`src/sv/vdgp_pkg.sv`:
```
package vdgp_pkg;

    localparam int IMAGE_ROWS_DEF = 512;
    localparam int DISP_BINS      = 256;
    localparam int DISP_W         = $clog2(DISP_BINS);
    localparam int ROW_IN_W       = 9;
    localparam int CNT_W          = 8;
    localparam int CFG_W          = 9;
    localparam int CFG_IDX_W      = 1;

    localparam logic [DISP_W-1:0] DISP_LOW     = DISP_W'(7);
    localparam logic [DISP_W-1:0] DISP_HIGH    = DISP_W'(252);
    localparam logic [CNT_W-1:0]  BIN_MAX      = CNT_W'(255);
    localparam logic [CNT_W-1:0]  THRESH_RESET = CNT_W'(50);

    localparam logic [CFG_IDX_W-1:0] REG_VANISHING_ROW   = CFG_IDX_W'(0);
    localparam logic [CFG_IDX_W-1:0] REG_NOISE_THRESHOLD = CFG_IDX_W'(1);

    localparam logic MODE_ACCUM = 1'b0;
    localparam logic MODE_READ  = 1'b1;

    // request handed from the front end to the update stage
    typedef struct packed {
        logic valid;
        logic is_read;
        logic bin_hit;
    } bin_req_t;

endpackage

```
`src/sv/vdgp_bin_update.sv`:
```
module vdgp_bin_update #(
    parameter int ADDR_W = 17
) (
    input  logic                       clk,
    input  logic                       rst_n,
    input  vdgp_pkg::bin_req_t         req,
    input  logic [ADDR_W-1:0]          req_addr,
    input  logic [vdgp_pkg::CNT_W-1:0] rd_data,
    input  logic [vdgp_pkg::CNT_W-1:0] noise_threshold,
    input  logic                       out_stall,
    output logic                       hold,
    output logic                       wr_en,
    output logic [ADDR_W-1:0]          wr_addr,
    output logic [vdgp_pkg::CNT_W-1:0] wr_data,
    output logic                       out_valid,
    output logic [vdgp_pkg::CNT_W-1:0] bin_count,
    output logic                       is_ground_point
);

    vdgp_pkg::bin_req_t         s1_reg;
    logic [ADDR_W-1:0]          s1_addr_reg;
    logic                       last_wr_valid_reg;
    logic [ADDR_W-1:0]          last_wr_addr_reg;
    logic [vdgp_pkg::CNT_W-1:0] last_wr_data_reg;
    logic                       out_valid_reg;
    logic [vdgp_pkg::CNT_W-1:0] bin_count_reg;
    logic                       ground_reg;

    logic                       advance;
    logic [vdgp_pkg::CNT_W-1:0] cur_count;
    logic [vdgp_pkg::CNT_W-1:0] new_count;
    logic [vdgp_pkg::CNT_W-1:0] result;

    // a read item waits here while the output register is full and stalled
    assign hold    = s1_reg.valid & s1_reg.is_read & out_valid_reg & out_stall;
    assign advance = s1_reg.valid & ~hold;

    always_comb
    begin
        // the memory read misses a write made on the same edge, so take it from here
        if (last_wr_valid_reg && (last_wr_addr_reg == s1_addr_reg))
        begin
            cur_count = last_wr_data_reg;
        end
        else
        begin
            cur_count = rd_data;
        end

        if (s1_reg.is_read)
        begin
            new_count = '0;
        end
        else if (cur_count == vdgp_pkg::BIN_MAX)
        begin
            new_count = cur_count;
        end
        else
        begin
            new_count = cur_count + vdgp_pkg::CNT_W'(1);
        end

        if (s1_reg.bin_hit && (cur_count > noise_threshold))
        begin
            result = cur_count;
        end
        else
        begin
            result = '0;
        end
    end

    assign wr_en   = advance & s1_reg.bin_hit;
    assign wr_addr = s1_addr_reg;
    assign wr_data = new_count;

    always_ff @(posedge clk or negedge rst_n)
    begin
        if (!rst_n)
        begin
            s1_reg            <= '0;
            last_wr_valid_reg <= 1'b0;
            out_valid_reg     <= 1'b0;
        end
        else
        begin
            if (!hold)
            begin
                s1_reg <= req;
            end
            if (wr_en)
            begin
                last_wr_valid_reg <= 1'b1;
            end
            if (advance && s1_reg.is_read)
            begin
                out_valid_reg <= 1'b1;
            end
            else if (!out_stall)
            begin
                out_valid_reg <= 1'b0;
            end
        end
    end

    always_ff @(posedge clk)
    begin
        if (!hold)
        begin
            s1_addr_reg <= req_addr;
        end
        if (wr_en)
        begin
            last_wr_addr_reg <= s1_addr_reg;
            last_wr_data_reg <= new_count;
        end
        if (advance && s1_reg.is_read)
        begin
            bin_count_reg <= result;
            ground_reg    <= (result != '0);
        end
    end

    assign out_valid       = out_valid_reg;
    assign bin_count       = bin_count_reg;
    assign is_ground_point = ground_reg;

endmodule

```
`config.mk`:
```
export PLATFORM = sky130hd
export DESIGN_NAME = vdgp_bin_update
export DESIGN_NICKNAME = d
export VERILOG_FILES = /design/src/sv/vdgp_pkg.sv /design/src/sv/vdgp_bin_update.sv
export SDC_FILE = /design/constraint.sdc
export NUM_CORES = 1
export LEC_CHECK = 0
export ABC_AREA = 1
export BUFFER_PORTS_ARGS = -buffer_cell sky130_fd_sc_hd__buf_2
export CORE_ASPECT_RATIO = 1.4
export CORE_UTILIZATION = 47
export CTS_CLUSTER_SIZE = 28
export DETAILED_ROUTE_END_ITERATION = 16
export GPL_ROUTABILITY_DRIVEN = 1
export GPL_TIMING_DRIVEN = 0
export HOLD_SLACK_MARGIN = 0.06
export PLACE_DENSITY = 0.87
export SLEW_MARGIN = 20
export SYNTH_ARGS = -nofsm -noshare
export SYNTH_HDL_FRONTEND = slang
export SYNTH_SLANG_ARGS = --single-unit
```
`constraint.sdc`:
```
create_clock -name clk -period 2.5 [get_ports clk]
set_input_delay 0 -clock clk [delete_from_list [all_inputs] [get_ports clk]]
set_output_delay 0 -clock clk [all_outputs]
set_load 0.005 [all_outputs]
```
# == After elaboration in Yosys (flattened, before gate mapping) ==
# Cells that the tools add are included.
# op_classes
n_addsub,1
mul,0
div_mod_pow,0
order_cmp,1
n_eq_ne,3
shift,0
n_mux,6
bitwise_logic,6
reduce_logical,4
# ops
op,n
$mux W8,4
$eq A17 B17 Y1,1
$add A8 B1 Y8 const B,1
$eq A8 B8 Y1 const B,1
$gt A8 B8 Y1,1
$reduce_bool A8 Y1,1
$and A1 B1 Y1,5
$logic_and A1 B1 Y1,3
$mux W1,2
$ne A2 B1 Y1 const B,1
$not A1 Y1,1
# word_totals
register_bits,56
latch_bits,0
mem_bits_rw,0
romBits,0
input_bits,39
out_inout_bits,37
wordCells,31
memories,0

# == Longest topological paths before layout ==
# Gate-level depths: netlist of run 1.
# depth
depth_word,7
mapped_depth,21
ltp_nobuf,20

# == Least setup slack after synthesis of run 1 ==
# Ideal clock, no wire load.
# synth_path
kind,register to register
from,register s1_addr_reg[6] (netlist: wr_addr[6])
to,register ground_reg (netlist: is_ground_point) (data pin)
setup_ns,0.261
arrival_time_ns,2.432
t_required_ns,2.239
slack_ns,-0.194
path_stages_with_launch,19
path_buffers,1
period_less_slack_ns,2.694
cell_sequence,edfxtp_1 -> nor2_1 -> nor2_1 -> nor2_1 -> nand2_1 -> nor2_4 -> nand3_2 -> buf_6 -> nand2_1 -> nand2_1 -> ha_1 -> a21oi_1 -> o21ai_0 -> nand2_1 -> o211ai_1 -> nand3_1 -> nor2_1 -> nor3_1 -> nand3b_1
# synth_between
elab_chain_cells,7
# synth_lines
item,line,rtl
"start, declared",vdgp_bin_update.sv:21,logic [ADDR_W-1:0] s1_addr_reg;
"start signal, assigned",vdgp_bin_update.sv:110,s1_addr_reg <= req_addr;
$eq A17 B17 Y1 (*),vdgp_bin_update.sv:41,if (last_wr_valid_reg && (last_wr_addr_reg == s1_addr_reg))
$logic_and A1 B1 Y1 (*),vdgp_bin_update.sv:41,
$mux W8 (*),vdgp_bin_update.sv:41,
$gt A8 B8 Y1,vdgp_bin_update.sv:63,if (s1_reg.bin_hit && (cur_count > noise_threshold))
$logic_and A1 B1 Y1,vdgp_bin_update.sv:63,
$mux W8 (*),vdgp_bin_update.sv:63,
named net result (one bit),vdgp_bin_update.sv:32,logic [vdgp_pkg::CNT_W-1:0] result;
$reduce_bool A8 Y1 (*),vdgp_bin_update.sv:120,ground_reg <= (result != '0);
"end signal, assigned",vdgp_bin_update.sv:120,
"end, declared",vdgp_bin_update.sv:27,logic ground_reg;
# Mark *: on every way through the listed nets, which the timed path passes. The rest lies on a longest branch.
# A chain may end at the register's enable or synchronous reset.

# == Final worst setup path of run 1 ==
# layout_path
from,register s1_addr_reg[14] (netlist: wr_addr[14])
to,register ground_reg (netlist: is_ground_point) (data pin)
# layout_between
elab_chain_cells,7
# layout_lines
item,line
$eq A17 B17 Y1 (*),vdgp_bin_update.sv:41
$logic_and A1 B1 Y1 (*),vdgp_bin_update.sv:41
$mux W8 (*),vdgp_bin_update.sv:41
$gt A8 B8 Y1,vdgp_bin_update.sv:63
$logic_and A1 B1 Y1,vdgp_bin_update.sv:63
$mux W8 (*),vdgp_bin_update.sv:63
$reduce_bool A8 Y1 (*),vdgp_bin_update.sv:120
# Mark *: on every way between the ends. The rest lies on a longest branch, timed or not.

==> impl_metrics.ini, run 1 <==
[floorplan]
rows = 32
die-area_um2 = 6174
coreArea_um2 = 5565
io_pins = 76
die_h_um = 92.57
die_x_um = 66.70
start_util_pct = 49.48

[yosys]
synth_commonest_cells = nand2_1, edfxtp_1, inv_1
synth_edf_count = 51
synthTopCellsByArea = edfxtp_1, nand2_1, inv_1
synth_top_area_share_pct = 55.61
syn_area_um2 = 2754
synthFlopType = edfxtp_1
synth_warnings = 0
synth_area_per_cell_um2 = 9.595
yosysTopAreaCell = edfxtp_1
async_flop_share_pct = 8.929
synth_seq_area_share_pct = 60.15
syn-instance-count = 287
synthesis.nets = 335
yosys.cell_types.count = 26
yosysMostFrequentCell = nand2_1
synth-seq-cells = 56

[worst_setup_path]
endpoint_kind = flop
crit_arrival_ns = 3.17
crit_chain = xnor2_1 -> nand3_1 -> nor2_4 -> nand3_4 -> buf_8 -> nand2_2 -> o21ai_4 -> ha_4 -> nand2_2 -> nor2_2 -> nand2_1 -> o211ai_1 -> nand3_2 -> buf_6 -> a21oi_1 -> nor2_1 -> nand3b_1
critPathLaunch = wr_addr[14]
rrSetupSlack_ns = -0.48
reg2reg_depth = 17
r2r_start = wr_addr[14]
crit_type = flop to flop
max_stage_delay_ns = 0.44
r2r_end = is_ground_point
critPathMostFrequentCell = nand2_2
critPathLaunchType = flop
path_max_fanout = 6
worstPathRequired_ns = 2.69
cp_slowest_cell = edfxtp_1

[cells_and_area]
fill_cells = 301
seq_area_um2 = 1657
area_growth_syn_to_layout_pct = 57.34
final_nets = 483
num_antenna_cells = 0
final_util_pct = 77.86
multiInputGateArea_um2 = 1295
final_cell_count_no_fill = 504
fin_area_um2 = 4333
drive_gt1_share_pct = 49.08

[route]
ant_nets = 0
vias_per_cell = 5.246
vias = 2644
first_iter_violations = 204
wl_per_cell_um = 17.36
first_pass_iters = 4
wl_um = 8749
route.detailed.drc = 0

[timing]
rsz0062_at_grt = true
max_freq_mhz = 335.5
slew_headroom_pct = 38.71
post-route-period-util_pct = 119.2
tns_ns = -4.754
worst_pin_slew_ns = 0.9194
skew_ns = 0.01207
layout_setup_ws_ns = -0.4805
drv_slew = 0
fin_crit_ns = 2.981
hold_violations = 0
setup_viol = 19

[clock_network]
clock_latency_ns = 0.32
clk_pin_slew_ns = 0.11
root_buffer = clkbuf_8
cts.path.max_buffers = 2
htree_num_levels = 2
cts_buffers = 5
tritoncts = done
clock-sinks = 56

[global_route]
grt_overflow = 0
grt_pass1_vias = 2534
gr-usage-all-layers_pct = 24.97
grt_pass1_wl_um = 11340
antenna_found_initial = 0
grt_max_degree = 19

[min_path]
worstHoldEndpoint = bin_count[7]
worstHoldStart = rd_data[7]
hold_path_class = primary input to flop
hold_path_depth = 6

[run_status]
violations = setup timing
status = finished, violations left

[flow_run]
maxCapViolCount = 0

[pwr]
power_mw = 2.130
p_per_area_nw_per_um2 = 491.6
vdd_drop_max_v = 0.0005914
power.leakage_nw = 2.004

[place]
gp_congestion = 0.8556
port_buffers = 75
hpwl_um = 4085
placed_area_um2 = 3237
placedCellCount = 430
final cells by class:
type / instances / area share (%)
Multi-Input combinational cell: 178 / 29.89
Tap cell: 68 / 1.964
Clock buffer: 5 / 1.588
Inverter: 52 / 4.822
Timing Repair Buffer: 140 / 22.49
Sequential cell: 56 / 38.23
Clock inverter: 3 / 0.4909
Timing Repair inverter: 1 / 0.1733
Buffer: 1 / 0.3465
power by group:
group	switching, mW	internal [mW]
Sequential	0.0402	1.10
Clock	0.333	0.200
Combinational	0.241	0.217
critical path: cells and delay by family (launching register included):
kind	cells	cell delay (ns)
DFF	1	0.44
xor gates and xnor gates	1	0.23
buffers and inverters	2	0.37
AOI/OAI and AO/OA	3	0.32
and+or+nand+nor	10	1.20
adders and majority gates	1	0.27
what timing repair did:
item,CTS,global route
buffers inserted,29,14
setup endpoints to repair,44,24
pin swaps,32,17
gates resized for setup,47,61
hold buffers,23,0
gates cloned,2,0
hold endpoints to repair,26,0
metrics by stage:
stage | hold slack, ns | setup WS, ns
global route | 0.3200 | -0.5946
global placement | -0.1841 | -0.3512
CTS | 0.2713 | -0.2246
detailed placement | -0.1790 | -0.4441
finish | 0.2986 | -0.4805
floorplan | -0.2956 | -0.07544
how the worst max path moves through the flow:
stage | end | slack, ns | cells past startpoint
2_1_floorplan | is_ground_point | -0.08 | 18
5_1_grt | is_ground_point | -0.59 | 17
3_3_place_gp | is_ground_point | -0.35 | 20
6_report | is_ground_point | -0.48 | 17
4_1_cts | is_ground_point | -0.22 | 20
3_5_place_dp | is_ground_point | -0.44 | 20
per-layer routing:
| metal | track usage (%) | routed length (um) |
|---|---|---|
| met4 | 11.70 | 316 |
| met2 | 44.44 | 4815 |
| met5 | 0 | 0 |
| met1 | 27.69 | 3062 |
| met3 | 4.803 | 553 |
layout by cell type (no fill, tap or decap), drive strengths merged, types with 5 or more instances in the layout:
master       instances
nand2               86
ha                   9
clkbuf               5
inv                 50
dfrtp                5
dlygate4sd3         23
nand3               12
buf                118
nor2                42
a21oi               11
edfxtp              51
o21ai                5
cell families after synthesis:
| logic type | synth area share [%] |
|---|---|
| fa+ha+maj | 4.089 |
| compound gates | 4.271 |
| xor+xnor | 0.9543 |
| flops | 60.15 |
| simple gates | 22.99 |
| buf+inv | 7.542 |
Note: power is estimated with default switching activity, not from simulation.
==> run 2: changes to the inputs <==
--- a/config.mk
+++ b/config.mk
@@ -7,14 +7,16 @@
 export LEC_CHECK = 0
 export ABC_AREA = 1
 export BUFFER_PORTS_ARGS = -buffer_cell sky130_fd_sc_hd__buf_2
+export CELL_PAD_IN_SITES_DETAIL_PLACEMENT = 0
+export CELL_PAD_IN_SITES_GLOBAL_PLACEMENT = 1
 export CORE_ASPECT_RATIO = 1.4
-export CORE_UTILIZATION = 47
+export CORE_UTILIZATION = 35
 export CTS_CLUSTER_SIZE = 28
 export DETAILED_ROUTE_END_ITERATION = 16
 export GPL_ROUTABILITY_DRIVEN = 1
 export GPL_TIMING_DRIVEN = 0
 export HOLD_SLACK_MARGIN = 0.06
-export PLACE_DENSITY = 0.87
+export PLACE_DENSITY = 0.86
 export SLEW_MARGIN = 20
 export SYNTH_ARGS = -nofsm -noshare
 export SYNTH_HDL_FRONTEND = slang
==> run 2 against run 1 <==
  * The flow still finishes with violations (setup timing)
  * Core utilization shrank 22 points
  * Power shrank 4.8%
  * Die area grew 33%
  * Non-clock buffer count shrank 6
  * First-iteration DRC count shrank 61%
  * Combinational power shrank 14%
  * Critical path depth grew 4
  * Fmax grew 8.1%
  * Clock power shrank 5.8%
==> impl_metrics.ini, run 2 (synthesized netlist as in run 1, its figures left out) <==
[timing]
fin_crit_ns = 2.757
tns_ns = -2.325
drv_slew = 0
rsz0062_at_grt = true
hold_violations = 0
max_freq_mhz = 362.7
setup_viol = 17
worst_pin_slew_ns = 0.9544
slew_headroom_pct = 36.37
layout_setup_ws_ns = -0.2568
skew_ns = 0.006634
post-route-period-util_pct = 110.3

[worst_setup_path]
endpoint_kind = flop
reg2reg_depth = 21
critPathMostFrequentCell = nor2_1
worstPathRequired_ns = 2.56
crit_cells = 21
max_stage_delay_ns = 0.45
path_buf_inv = 5
crit_chain = nor2_1 -> nor2_1 -> nor2_2 -> inv_1 -> nor2_2 -> nand3_4 -> buf_6 -> nand2_4 -> nand2_4 -> inv_2 -> ha_4 -> inv_1 -> a21oi_2 -> o21ai_1 -> nand2_1 -> o211ai_1 -> nand3_2 -> buf_6 -> a21oi_2 -> nor2_1 -> nand3b_1
path_max_fanout = 5
crit_arrival_ns = 2.81
critPathLaunchType = flop
path_delay_family = simple AND/OR/NAND/NOR gates
cp_slowest_cell = edfxtp_1
crit_type = flop to flop

[floorplan]
die-area_um2 = 8232
coreArea_um2 = 7500
start_util_pct = 36.72
io_pins = 76
die_x_um = 76.97
die_h_um = 107.0
rows = 37

[clock_network]
clk_pin_slew_ns = 0.10
cts_buffers = 5
clock-sinks = 56
cts.path.max_buffers = 2
htree_num_levels = 2
tritoncts = done
root_buffer = clkbuf_8
clock_latency_ns = 0.31

[cells_and_area]
final_cell_mix = buf_2, nand2_1, edfxtp_1
final_cell_count_no_fill = 527
final_common_cell = buf_2
num_antenna_cells = 0
area_growth_syn_to_layout_pct = 51.02
final_util_pct = 55.46
fin_area_um2 = 4159
final_nets = 477
drive_gt1_share_pct = 46.05

[route]
vias = 2403
first_pass_iters = 4
first_iter_violations = 80
route.detailed.drc = 0
ant_nets = 0
vias_per_cell = 4.560
wl_um = 6587
wl_per_cell_um = 12.50

[flow_run]
maxCapViolCount = 0

[place]
placedCellCount = 459
gp_congestion = 0.9020
placed_area_um2 = 3273
port_buffers = 75
hpwl_um = 4316

[run_status]
violations = setup timing
status = finished, violations left

[pwr]
power.leakage_nw = 1.934
vdd_drop_max_v = 0.0002900
p_per_area_nw_per_um2 = 487.8

[global_route]
grt_pass1_vias = 2371
grt_max_degree = 19
gr-usage-all-layers_pct = 16.74
grt_pass1_wl_um = 10670
grt_overflow = 0
antenna_found_initial = 0

[min_path]
hold_path_class = primary input to flop
hold_path_depth = 5
## run 2: changes by cell type in the layout (fill, tap and decap cells not counted), moves of 3 or more
| cell | before | now |
|---|---|---|
| a21oi_2 | 2 | 6 |
| nor2_2 | 16 | 21 |
| nor2_4 | 8 | 5 |
| nand2_4 | 16 | 8 |
| nand2_1 | 57 | 66 |
## run 2: path summary, 6_finish.rpt
path	start	to	slack, ns
setup / recovery	wr_addr[4]	is_ground_point	-0.26
hold / removal	rd_data[5]	bin_count[5]	0.21
setup reg to reg	wr_addr[4]	is_ground_point	-0.26
hold reg to reg	last_wr_valid_reg	last_wr_valid_reg	0.48
max in group asynchronous	rst_n	out_valid	1.71
min in group asynchronous	rst_n	s1_reg[2]	0.60
## run 2: per-layer routing
metal  vias up  GRT usage [%]  part of all wire, %
li1       1193              -                    -
met1      1111          19.55                   42
met2        81          29.78                   50
met3        18          2.383                  4.2
met4         0          8.242                  3.7
met5         -              0                    0
## run 2: timing repair
item | 4_1_cts | 5_1_grt
cloned | 2 | 0
hold buffers | 23 | 0
hold endpoints to repair | 26 | 0
endpoints found under the setup margin | 44 | 38
resized for setup | 66 | 9
setup buffers | 33 | 2
pin swaps | 37 | 3
## run 2: report_power, final
group	switching (mW)	total (mW)	internal, mW
combinational	0.200	0.393	0.193
sequential	0.0358	1.13	1.10
clock	0.303	0.503	0.200
## run 2: cell type report
| type | instances | area, um2 |
|---|---|---|
| clock inverters | 3 | 21.27 |
| fillers | 671 | 3341 |
| multi-input cells | 178 | 1170 |
| inverters | 52 | 203.9 |
| repair buffers | 134 | 898.4 |
| flip-flops and latches | 56 | 1657 |
| clock buffers | 5 | 68.82 |
| plain buffers | 1 | 11.26 |
| well taps | 97 | 121.4 |
| repair inverters | 1 | 7.507 |
## run 2: worst min-delay path: stages
cell	delay (ns)
buf_2	0.09
nand2_2	0.07
nand2_4	0.10
inv_2	0.07
nor2_2	0.07
## run 2: through the flow
step,hold WS [ns],power (mW),setup WS (ns)
2_1_floorplan,-0.2956,1.300,-0.07544
3_3_place_gp,-0.1826,1.407,-0.4118
3_5_place_dp,-0.1781,1.418,-0.5193
4_1_cts,0.1850,2.028,-0.2566
5_1_grt,0.2262,2.123,-0.4655
6_report,0.2073,2.029,-0.2568
==> run 3: changes to the inputs <==
--- a/config.mk
+++ b/config.mk
@@ -5,12 +5,11 @@
 export SDC_FILE = /design/constraint.sdc
 export NUM_CORES = 1
 export LEC_CHECK = 0
-export ABC_AREA = 1
 export BUFFER_PORTS_ARGS = -buffer_cell sky130_fd_sc_hd__buf_2
 export CELL_PAD_IN_SITES_DETAIL_PLACEMENT = 0
 export CELL_PAD_IN_SITES_GLOBAL_PLACEMENT = 1
 export CORE_ASPECT_RATIO = 1.4
-export CORE_UTILIZATION = 35
+export CORE_UTILIZATION = 37
 export CTS_CLUSTER_SIZE = 28
 export DETAILED_ROUTE_END_ITERATION = 16
 export GPL_ROUTABILITY_DRIVEN = 1
==> run 3 against run 2 <==
  * The run still ends with setup timing left
  * Critical path depth down 9
  * Worst setup slack lost 0.42 ns
  * Register-to-register slack got worse by 0.42 ns
  * Die area down 5.0%
  * Non-clock buffer count fell by 11
  * Fmax shrank 13%
  * Clock power increased by 35%
  * Synthesized area rose by 0.27%
  * Global-route usage increased by 0.61 points
  * Power is 7.9% higher
  * Largest cell class unchanged
  * Highest routed layer unchanged
==> impl_metrics.ini, run 3 <==
[worst_setup_path]
crit_cells = 12
r2r_end = is_ground_point
reg2reg_depth = 12
critPathLaunch = wr_addr[16]
path_buf_inv = 3
cp_slowest_cell = edfxtp_1
endpoint_kind = flop
crit_end = is_ground_point
crit_chain = xnor2_2 -> nand4_1 -> nor3_2 -> nand4b_4 -> buf_6 -> buf_4 -> mux2_2 -> ha_4 -> nand4_1 -> buf_4 -> o221ai_4 -> a311oi_1
crit_type = flop to flop
path_delay_family = simple AND/OR/NAND/NOR gates
path_max_fanout = 5
rrSetupSlack_ns = -0.68
crit_arrival_ns = 3.21
r2r_start = wr_addr[16]
max_stage_delay_ns = 0.46
worstPathRequired_ns = 2.53
critPathLaunchType = flop

[yosys]
yosysMostFrequentCell = edfxtp_1
async_flop_share_pct = 8.929
yosys.cell_types.count = 36
synthFlopType = edfxtp_1
synth-seq-cells = 56
synth_seq_area_share_pct = 59.99
synth_commonest_cells = edfxtp_1, nand2_1, xnor2_1
synth-compound-area-share_pct = 6.162
synth_area_per_cell_um2 = 12.96
syn-instance-count = 213
synth_top_area_share_pct = 55.46
synth_top_family_by_area = simple AND/OR/NAND/NOR gates
yosysTopAreaCell = edfxtp_1
yosys.area_share.simple_pct = 15.72
synth_fa_ha_area_share_pct = 4.078
synth_mux_area_share_pct = 4.758
synthTopCellsByArea = edfxtp_1, dfrtp_1, xnor2_1
synth_warnings = 0
synthesis.nets = 261
syn_area_um2 = 2761
synth_edf_count = 51
yosys.area_share.xor_xnor_pct = 6.978

[cells_and_area]
final_nets = 390
area_growth_syn_to_layout_pct = 48.16
final_common_cell = buf_2
fin_area_um2 = 4091
drive_gt1_share_pct = 45.61
fill_cells = 599
final_util_pct = 57.86
final_cell_mix = buf_2, edfxtp_1, dlygate4sd3_1
num_antenna_cells = 0
final_cell_count_no_fill = 437

[timing]
tns_ns = -13.90
drv_slew = 0
hold_violations = 0
worst_pin_slew_ns = 0.9181
rsz0062_at_grt = true
fin_crit_ns = 3.180
max_freq_mhz = 314.5
layout_setup_ws_ns = -0.6801
whs_ns = 0.2288
setup_viol = 25
slew_headroom_pct = 38.79
post-route-period-util_pct = 127.2
skew_ns = 0.004678

[global_route]
grt_pass1_vias = 2142
met1_usage_pct = 18.98
grt_max_degree = 28
gr-usage-all-layers_pct = 17.35
antenna_found_initial = 0
grt_pass1_wl_um = 10080
grt_overflow = 0
grt_use_met2_pct = 32.75
busiest_layer = met2
grt.met3_usage_pct = 3.004

[pwr]
power.leakage_nw = 1.687
vdd_drop_max_v = 0.0004181
p_per_area_nw_per_um2 = 535.2
power_mw = 2.190

[place]
port_buffers = 75
gp_congestion = 0.8403
place_ws_ns = -0.7592
placedCellCount = 383
hpwl_um = 4266
placed_area_um2 = 3353

[route]
wl_per_cell_um = 14.82
wl_um = 6475
vias_per_cell = 4.856
vias = 2122
first_iter_violations = 109
first_pass_iters = 4
route.detailed.drc = 0
ant_nets = 0

[clock_network]
clock-sinks = 56
clock_latency_ns = 0.30
htree_num_levels = 2
cts_buffers = 5
cts.path.max_buffers = 2
clk_pin_slew_ns = 0.10
tritoncts = done
root_buffer = clkbuf_8

[floorplan]
die_h_um = 104.2
coreArea_um2 = 7072
die_x_um = 75.01
io_pins = 76
die-area_um2 = 7817
rows = 36
start_util_pct = 39.05

[flow_run]
maxCapViolCount = 0

[run_status]
status = finished, violations left
violations = setup timing

[min_path]
hold_path_depth = 4
hold_path_class = primary input to flop
==> run 3: power breakdown <==
| group | total (mW) | internal, mW | switching (mW) |
|---|---|---|---|
| combinational | 0.363 | 0.189 | 0.174 |
| sequential | 1.15 | 1.10 | 0.0514 |
| clock | 0.678 | 0.394 | 0.284 |
==> run 3: final cells by class <==
cell class / count / area (um2) / area share [%]
buffer: 3 / 18.77 / 0.4587
clock buffer: 5 / 68.82 / 1.682
clock inverter: 2 / 60.06 / 1.468
inverter: 11 / 41.29 / 1.009
multi-input combinational: 144 / 1345 / 32.87
sequential: 56 / 1657 / 40.49
tap: 95 / 118.9 / 2.905
timing repair buffer: 121 / 782.0 / 19.11
==> run 3: metal layers <==
| layer | up-vias | part of all wire [%] | routed length, um |
|---|---|---|---|
| met5 | - | 0 | 0 |
| met4 | 0 | 0.88 | 57 |
| met3 | 5 | 3.7 | 242 |
| met2 | 60 | 55 | 3572 |
| met1 | 990 | 40 | 2602 |
| li1 | 1067 | - | - |
==> run 3: timing repair <==
item | CTS | global route
endpoints found under the hold margin | 26 | 0
cloned | 2 | 0
pin swaps | 20 | 13
gates resized for setup | 19 | 10
hold buffers | 23 | 0
endpoints found under the setup margin | 53 | 25
buffers inserted | 16 | 7
==> run 3: how the worst min path moves through the flow <==
stage	startpoint	endpoint	slack (ns)
6_report	rd_data[4]	last_wr_data_reg[4]	0.23
5_1_grt	rd_data[4]	bin_count[4]	0.25
4_1_cts	rd_data[0]	bin_count[0]	0.17
3_5_place_dp	rst_n	s1_reg[1]	-0.17
3_3_place_gp	rst_n	s1_reg[1]	-0.18
2_1_floorplan	rst_n	last_wr_valid_reg	-0.30
==> run 3: worst register-to-register path: stages (launching register included) <==
cell and delay, ns:
edfxtp_1 0.46, xnor2_2 0.20, nand4_1 0.16, nor3_2 0.30
nand4b_4 0.15, buf_6 0.16, buf_4 0.14, mux2_2 0.30
ha_4 0.27, nand4_1 0.21, buf_4 0.22, o221ai_4 0.26
a311oi_1 0.07
==> run 3: logic make-up after synthesis <==
family / Yosys count
flip-flops: 56
AO/OA/AOI/OAI: 27
AND/OR/NAND/NOR: 72
XOR/XNOR: 22
buffers and inverters: 15
adder cells (fa/ha/maj): 9
multiplexers: 12
